## src/rtl/pgsc_pkg.sv

```systemverilog
// Shared types and constants of the split-children lister.
`default_nettype none
package pgsc_pkg;

	localparam int PARENT_W   = 16;
	localparam int CHILD_W    = 16;
	localparam int CFG_IDX_W  = 2;

	localparam logic [CFG_IDX_W-1:0] REG_OLD_COUNT = 2'd0;
	localparam logic [CFG_IDX_W-1:0] REG_NEW_COUNT = 2'd1;

	localparam int OLD_COUNT_RESET = 16;
	localparam int NEW_COUNT_RESET = 32;

	typedef struct packed {
		logic stop;
		logic keep;
	} eval_t;

endpackage
`default_nettype wire

```

## src/rtl/pgsc_eval.sv

```systemverilog
// Candidate evaluation unit: forms one candidate and applies the stable-mod tests.
`default_nettype none
module pgsc_eval import pgsc_pkg::*; #(
	parameter int SW = 17
) (
	input  wire logic [SW-1:0] base,
	input  wire logic [SW-1:0] parent,
	input  wire logic [SW-1:0] oldc,
	input  wire logic [SW-1:0] newc,
	input  wire logic [SW-1:0] mask,
	input  wire logic [SW-1:0] prev,
	input  wire logic          prev_v,
	output logic      [SW-1:0] cand,
	output eval_t              flags
);

	logic [SW-1:0] low_bits;
	logic [SW-1:0] reduced;

	always_comb begin
		cand       = base | parent;
		low_bits   = cand & mask;
		reduced    = (low_bits < oldc) ? low_bits : (cand & (mask >> 1));
		flags.stop = (cand >= newc);
		flags.keep = !flags.stop && (cand >= oldc) && (cand != parent) &&
			(reduced == parent) && !(prev_v && (cand == prev));
	end

endmodule
`default_nettype wire

```

## src/rtl/placement_group_split_children.sv

```systemverilog
// Top level of the split-children lister: config registers, sequencer, result register.
// Lists, in ascending order, the buckets that split off parent_bucket when the bucket
// count grows from old_bucket_count to new_bucket_count (linear hashing, stable-mod).
// A transaction is accepted when start is high and busy is low; for a valid parent and count
// pair busy then stays high while the shared evaluation unit tests one candidate multiplier
// per cycle. An invalid parent or count pair gives its empty result in the cycle after the
// accept with busy staying low. Each result is shown for one cycle with result_valid high
// and cannot be stalled; last marks the final result of a parent.
// The config channel is always ready and should be written only while busy is low.
`default_nettype none
module placement_group_split_children import pgsc_pkg::*; #(
	parameter int BUCKET_BITS  = 16,
	parameter int MAX_CHILDREN = 64
) (
	input  wire logic                   clk,
	input  wire logic                   arst_n,
	input  wire logic                   cfg_valid,
	output logic                        cfg_ready,
	input  wire logic [CFG_IDX_W-1:0]   cfg_index,
	input  wire logic [BUCKET_BITS-1:0] cfg_data,
	input  wire logic                   start,
	output logic                        busy,
	input  wire logic [PARENT_W-1:0]    parent_bucket,
	output logic                        result_valid,
	output logic                        has_child,
	output logic [CHILD_W-1:0]          child_bucket,
	output logic                        last,
	output logic                        truncated
);

	localparam int SW          = ((BUCKET_BITS > PARENT_W) ? BUCKET_BITS : PARENT_W) + 1;
	localparam int SMEAR_STEPS = $clog2(SW);
	localparam int CW          = $clog2(MAX_CHILDREN + 1);

	localparam logic ST_IDLE = 1'b0;
	localparam logic ST_RUN  = 1'b1;

	logic                   state_q;
	logic [BUCKET_BITS-1:0] oldc_q;
	logic [BUCKET_BITS-1:0] newc_q;
	logic [PARENT_W-1:0]    parent_q;
	logic [SW-1:0]          mask_q;
	logic [SW-1:0]          step_q;
	logic [SW-1:0]          base_q;
	logic [SW-1:0]          pend_q;
	logic                   pend_v_q;
	logic [CW-1:0]          cnt_q;

	logic                   valid_q;
	logic                   has_q;
	logic [CHILD_W-1:0]     child_q;
	logic                   last_q;
	logic                   trunc_q;

	logic [SW-1:0]          oldc_x;
	logic [SW-1:0]          newc_x;
	logic [SW-1:0]          parent_in_x;
	logic [SW-1:0]          smear;
	logic                   accept;
	logic                   invalid;
	logic [SW-1:0]          cand;
	eval_t                  flags;

	assign cfg_ready    = 1'b1;
	assign busy         = (state_q == ST_RUN);
	assign accept       = start && !busy;
	assign oldc_x       = SW'(oldc_q);
	assign newc_x       = SW'(newc_q);
	assign parent_in_x  = SW'(parent_bucket);
	assign invalid      = (parent_in_x >= oldc_x) || (newc_x <= oldc_x);

	assign result_valid = valid_q;
	assign has_child    = has_q;
	assign child_bucket = child_q;
	assign last         = last_q;
	assign truncated    = trunc_q;

	always_comb begin
		smear = oldc_x;
		for (int i = 0; i < SMEAR_STEPS; i++) begin
			smear = smear | (smear >> (1 << i));
		end
	end

	pgsc_eval #(
		.SW(SW)
	) u_eval (
		.base  (base_q),
		.parent(SW'(parent_q)),
		.oldc  (oldc_x),
		.newc  (newc_x),
		.mask  (mask_q),
		.prev  (pend_q),
		.prev_v(pend_v_q),
		.cand  (cand),
		.flags (flags)
	);

	always_ff @(posedge clk or negedge arst_n) begin
		if (!arst_n) begin
			oldc_q <= BUCKET_BITS'(OLD_COUNT_RESET);
			newc_q <= BUCKET_BITS'(NEW_COUNT_RESET);
		end else if (cfg_valid && cfg_ready) begin
			unique case (cfg_index)
				REG_OLD_COUNT: oldc_q <= cfg_data;
				REG_NEW_COUNT: newc_q <= cfg_data;
				default: ;
			endcase
		end
	end

	always_ff @(posedge clk or negedge arst_n) begin
		if (!arst_n) begin
			state_q  <= ST_IDLE;
			valid_q  <= 1'b0;
			pend_v_q <= 1'b0;
			cnt_q    <= '0;
		end else begin
			valid_q <= 1'b0;
			unique case (state_q)
				ST_IDLE: begin
					if (accept) begin
						parent_q <= parent_bucket;
						mask_q   <= smear;
						step_q   <= smear ^ (smear >> 1);
						base_q   <= smear ^ (smear >> 1);
						pend_v_q <= 1'b0;
						cnt_q    <= '0;
						if (invalid) begin
							valid_q <= 1'b1;
							has_q   <= 1'b0;
							child_q <= '0;
							last_q  <= 1'b1;
							trunc_q <= 1'b0;
						end else begin
							state_q <= ST_RUN;
						end
					end
				end
				ST_RUN: begin
					base_q <= base_q + step_q;
					if (flags.stop) begin
						valid_q <= 1'b1;
						has_q   <= pend_v_q;
						child_q <= pend_v_q ? pend_q[CHILD_W-1:0] : '0;
						last_q  <= 1'b1;
						trunc_q <= 1'b0;
						state_q <= ST_IDLE;
					end else if (flags.keep) begin
						if (pend_v_q) begin
							valid_q <= 1'b1;
							has_q   <= 1'b1;
							child_q <= pend_q[CHILD_W-1:0];
							if (cnt_q == CW'(MAX_CHILDREN)) begin
								last_q  <= 1'b1;
								trunc_q <= 1'b1;
								state_q <= ST_IDLE;
							end else begin
								last_q  <= 1'b0;
								trunc_q <= 1'b0;
							end
						end
						pend_q   <= cand;
						pend_v_q <= 1'b1;
						cnt_q    <= cnt_q + CW'(1);
					end
				end
				default: state_q <= ST_IDLE;
			endcase
		end
	end

	a_trunc_on_last: assert property (@(posedge clk) disable iff (!arst_n)
		(result_valid && truncated) |-> (last && has_child))
		else $error("truncated result is not a final child");

	a_empty_form: assert property (@(posedge clk) disable iff (!arst_n)
		(result_valid && !has_child) |-> (last && !truncated && (child_bucket == '0)))
		else $error("empty result malformed");

	a_accept_progress: assert property (@(posedge clk) disable iff (!arst_n)
		(start && !busy) |=> (busy || (result_valid && last)))
		else $error("accepted transaction neither running nor answered");

	a_not_last_busy: assert property (@(posedge clk) disable iff (!arst_n)
		(result_valid && !last) |-> busy)
		else $error("intermediate result while idle");

endmodule
`default_nettype wire
```

## config.mk

```make
export PLATFORM = sky130hd
export DESIGN_NAME = placement_group_split_children
export DESIGN_NICKNAME = d
export VERILOG_FILES = /design/src/rtl/pgsc_pkg.sv /design/src/rtl/pgsc_eval.sv /design/src/rtl/placement_group_split_children.sv
export SDC_FILE = /design/constraint.sdc
export NUM_CORES = 1
export LEC_CHECK = 0
export BUFFER_PORTS_ARGS = -buffer_cell sky130_fd_sc_hd__buf_4
export CAP_MARGIN = 20
export CORE_MARGIN = 2
export CORE_UTILIZATION = 35
export DETAILED_ROUTE_END_ITERATION = 10
export GPL_ROUTABILITY_DRIVEN = 0
export PLACE_DENSITY = 0.61
export SYNTH_ARGS = -nofsm -noshare
export SYNTH_HDL_FRONTEND = slang
export SYNTH_HIERARCHICAL = 1
export SYNTH_SLANG_ARGS = --single-unit
export TNS_END_PERCENT = 100
```

## constraint.sdc

```tcl
create_clock -name clk -period 5 [get_ports clk]
set_input_delay 1 -clock clk [delete_from_list [all_inputs] [get_ports clk]]
set_output_delay 1 -clock clk [all_outputs]
set_load 0.05 [all_outputs]
```

* Word level (Yosys, flattened, before mapping)
Cells that the tools add are included.
Cells by class: reduce and logical (&&, ||, !) cells 18, add/subtract/negate cells 2, multiplexer cells 46, bitwise operators 11, magnitude comparators 5, equality and inequality tests 11
Operators by type and width (number):
- $mux W16 | 6
- $ge A17 B16 Y1 | 2
- $mux W17 | 2
- $pmux W17 S2 | 1
- $pmux W16 S2 | 1
- $mux W1 | 26
- $mux W7 | 3
- $add A17 B17 Y17 | 1
- $and A17 B16 Y17 | 1
- $and A17 B17 Y17 | 1
- $eq A17 B16 Y1 | 1
- $eq A17 B17 Y1 | 1
- $lt A17 B16 Y1 | 1
- $ne A17 B16 Y1 | 1
- $or A17 B16 Y17 | 1
- $ge A16 B16 Y1 | 1
- $le A16 B16 Y1 | 1
- $or A16 B1 Y16 const B | 1
- $or A16 B12 Y16 | 1
- $or A16 B14 Y16 | 1
- $or A16 B15 Y16 | 1
- $or A16 B8 Y16 | 1
- $xor A16 B15 Y16 | 1
- $pmux W7 S2 | 1
- 16 further kinds | 35
Storage, ports and cells: register bits after elaboration 145, logic and storage cells 108, bits of input ports 38

* Depth between registers and ports, before layout
depth after elaboration 10, mapped depth 17, gate-level depth less buffers 16

* Hierarchy
The synthesis kept the hierarchy.
Modules (own cells, without submodules):
- placement_group_split_children | seq. area each 4056.4 um^2, cells each 562, instances 1, area an instance 6816.5 um^2
- pgsc_eval | seq. area each 0.0 um^2, cells each 293, instances 1, area an instance 2158.3 um^2

* Worst setup path after synthesis
OpenSTA, ideal clock, no wires.
path kind flip-flop to flip-flop, from register parent_q[3], to register child_q[0] (netlist: child_bucket[0]) (enable), library setup time 0.401 ns, data arrival time 4.092 ns, slack 0.506 ns, cell stages (with the launch flop) 17, cell sequence edfxtp_1 -> or2_2 -> and2_1 -> ha_1 -> a41oi_1 -> a311oi_1 -> nor3_1 -> o21ai_1 -> buf_4 -> mux2i_1 -> mux2i_1 -> nand2_1 -> nor4_2 -> nand2_1 -> nand2_1 -> nand3_1 -> o211ai_1
RTL lines:
- from (decl) | RTL line placement_group_split_children.sv:41 | logic [PARENT_W-1:0] parent_q;
- from (signal assigned) | RTL line placement_group_split_children.sv:123 | parent_q <= parent_bucket;
- to (signal assigned) | RTL line placement_group_split_children.sv:145 | child_q <= pend_v_q ? pend_q[CHILD_W-1:0] : '0;
- to (signal assigned) | RTL line placement_group_split_children.sv:153 | child_q <= pend_q[CHILD_W-1:0];
- to (decl) | RTL line placement_group_split_children.sv:51 | logic [CHILD_W-1:0] child_q;

==> flow_summary.yaml <==
cells_and_area:
  fill_cells: 2415
  seq_area_sq_um: 4060
  syn_to_final_growth_pct: 16.6
  fin_nets: 1078
  multi_input_area_sq_um: 4590
  fin_cells: 1281
  drive_gt1_frac: 0.164
  diodes: 0
sta:
  tightest_slew_ps: 923
  setup_viol: 0
  finClkSkew_ps: 17.1
  fin_crit_ps: 4730
  fin_tns_setup_ps: 0
  period_share: 0.947
  holdWs_ps: 498
  fmax_mhz: 211
  max_slew_margin: 0.384
  hold_viol: 0
  rsz0062_at_grt: "false"
  drv_slew: 0
  layout_setup_ws_ps: 266
run:
  drv_cap: 0
floorplanning:
  coreArea_sq_um: 25200
  die-area_sq_um: 26900
  die_y_microns: 164
  die_w_microns: 164
  initial_core_util: 0.356
  rows: 58
  ios: 60
setup_path:
  cp-start-kind: "flop"
  cp.arrival_ps: 4840
  critPathTopFamily: "simple AND/OR/NAND/NOR gates"
  cp-end-kind: "flop"
  rr_worst_depth: 17
  r2r_end: "child_bucket[13]"
  worstSetupPathType: "reg -> reg"
  crit_slowest_cell: "edfxtp_1"
  worstPathRequired_ps: 5100
  cp-startpoint: "parent_q[3]"
  rrSetupSlack_ps: 270
  max_stage_delay_ps: 520
  path_buf_inv: 2
  cp.depth: 17
  r2r-start: "parent_q[3]"
  crit_fanout: 19
  cp_cell_sequence: "or2_2 > and2_1 > ha_1 > a41oi_1 > a311oi_1 > nor3_1 > o21ai_1 > buf_4 > mux2i_1 > or4_1 > nor4_2 > nand2_1 > nand2_1 > nand3_1 > nand2b_1 > o211ai_1 > buf_4"
  crit_end: "child_bucket[13]"
logic_synthesis:
  netlist_area_sq_um: 8970
  yosys.area.top_type: "edfxtp_1"
  synthSimpleGateAreaFrac: 0.173
  async_reset_ff_frac: 0.296
  synth_compound_gate_area_share: 0.127
  syn_area_per_cell_sq_um: 10.5
  synth_top_family_by_area: "simple AND/OR/NAND/NOR gates"
  seq_area_frac_synth: 0.452
  synth-adder-area-share: 0.142
  ys.flop_type: "edfxtp_1"
  synth_cells: 855
  muxShareOfSynthArea: 0.0422
  synth_xor_area_frac: 0.0215
  yosys.area.top_type_share: 0.335
  synthTopCellsByArea: "edfxtp_1 (33%), ha_1 (14%), dfrtp_1 (11%), inv_1 (3.6%), nand2_1 (2.8%)"
  ys_ff_latch: 142
  synth-edff-count: 100
  yosysWarnings: 6
  ys_types: 76
  synth_common_cells: "edfxtp_1 (100), ha_1 (100), inv_1 (86)"
placed_design:
  portBuffers: 58
  dp_cells: 1250
  post-place-ws_ps: 388
  dp_hpwl_mm: 19.4
global_route:
  overflow: 0
  grt_util_all_layers: 0.190
  antenna_found_initial: 0
  grt_pass1_wl_mm: 38.1
  grt_max_degree: 45
  grt_pass1_vias: 6587
clocking:
  cts.path.max_buffers: 2
  numCtsBuffers: 17
  cts_sinks: 142
  cts_resized: 0
  clock_latency_ps: 430
  clk_pin_slew_worst_paths_ps: 70
  cts.htree.levels: 4
  postCtsSetupRepairBufs: 0
  hold_buffers: 0
  cts_tree: "built"
  clock-root-buffer: "clkbuf_16"
min_path:
  min_path_type: "reg -> reg"
drt:
  antenna_left: 0
  first_pass_iters: 6
  via_count: 6834
  via_per_inst: 5.33
  post_drt_wl_per_cell_microns: 19.3
  first_iter_violations: 623
  post-route-drc-count: 0
  drt-total-wl_mm: 24.7
power_and_ir_drop:
  power_leakage_nw: 4.30
  cellPowerDensity_nw_per_um2: 410
  ir_worst_vdd_uv: 237
outcome:
  status: "finished clean"
==> cells in the final DEF (no fill, tap or decap), types with 4 or more instances in the layout <==
cell type	n
a211oi_1	4
a21o_1	7
a21oi_1	46
a221oi_1	11
a22o_1	5
and2_1	32
and3_1	4
buf_4	69
clkbuf_16	17
conb_1	11
dfrtp_1	40
edfxtp_1	100
ha_1	100
inv_1	86
inv_6	4
mux2_2	22
mux2i_1	12
nand2_1	66
nand2b_1	14
nand3_1	24
nand4_1	18
nor2_1	38
nor2b_1	23
nor3_1	12
nor4_1	6
o211ai_1	7
o21ai_0	46
o22ai_1	5
o31ai_1	4
or2_2	15
or3_1	4
xnor2_1	18
xor2_1	4
==> state kept, by name (all words and copies together), names as in the netlist <==
signal / flops
parent_q: 16
cnt_q: 7
step_q: 16
result_valid: 1
base_q: 17
child_bucket: 16
last: 1
oldc_q: 16
has_child: 1
mask_q: 15
newc_q: 16
truncated: 1
pend_v_q: 1
pend_q: 17
busy: 1
==> cell families (layout without fill, tap and decap cells) <==
family	count (synthesis)	after routing
flops	142	142
simple gates	280	280
compound gates	174	174
other cells	2	11
buf+inv	99	186
fa+ha+maj	101	101
xor+xnor	22	22
mux	35	35
==> power by group <==
part	leakage [nW]	total, W	internal (W)	switching [W]
Combinational	2.61	0.00146	0.000555	0.000907
Sequential	1.42	0.00158	0.00146	0.000120
Clock	0.268	0.00125	0.000736	0.000516
Total	4.30	0.00429	0.00275	0.00154
==> through the flow <==
step / instance area (sq um) / power [W] / utilization
floorplan: 9010 / 0.00260 / -
global placement: 9900 / 0.00302 / 0.393
detailed placement: 9900 / 0.00305 / 0.393
CTS: 10500 / 0.00431 / 0.416
global route: 10500 / 0.00455 / 0.416
finish: 10500 / 0.00429 / 0.416
==> area by class of cell <==
cell class              count  share of cell area
multi-input cells         623               0.438
flip-flops and latches    142               0.388
clock buffers              19              0.0414
repair buffers             69              0.0495
inverters                  86              0.0309
well taps                 330              0.0395
clock inverters            12              0.0129
==> per-layer routing <==
layer,share of wire,vias up,track usage
met1,0.45,3300,0.257
met2,0.48,233,0.309
met5,0,-,0
met4,0.012,0,0.0447
li1,-,3273,-
met3,0.065,28,0.0434
==> worst min-delay path by stage <==
stage               cells past startpoint     start        to
global placement                        1  cnt_q[6]  cnt_q[6]
finish                                  1  cnt_q[6]  cnt_q[6]
global route                            1  cnt_q[6]  cnt_q[6]
floorplan                               1  cnt_q[6]  cnt_q[6]
detailed placement                      1  cnt_q[6]  cnt_q[6]
CTS                                     1  cnt_q[6]  cnt_q[6]
(Power assumes the default switching activity.)
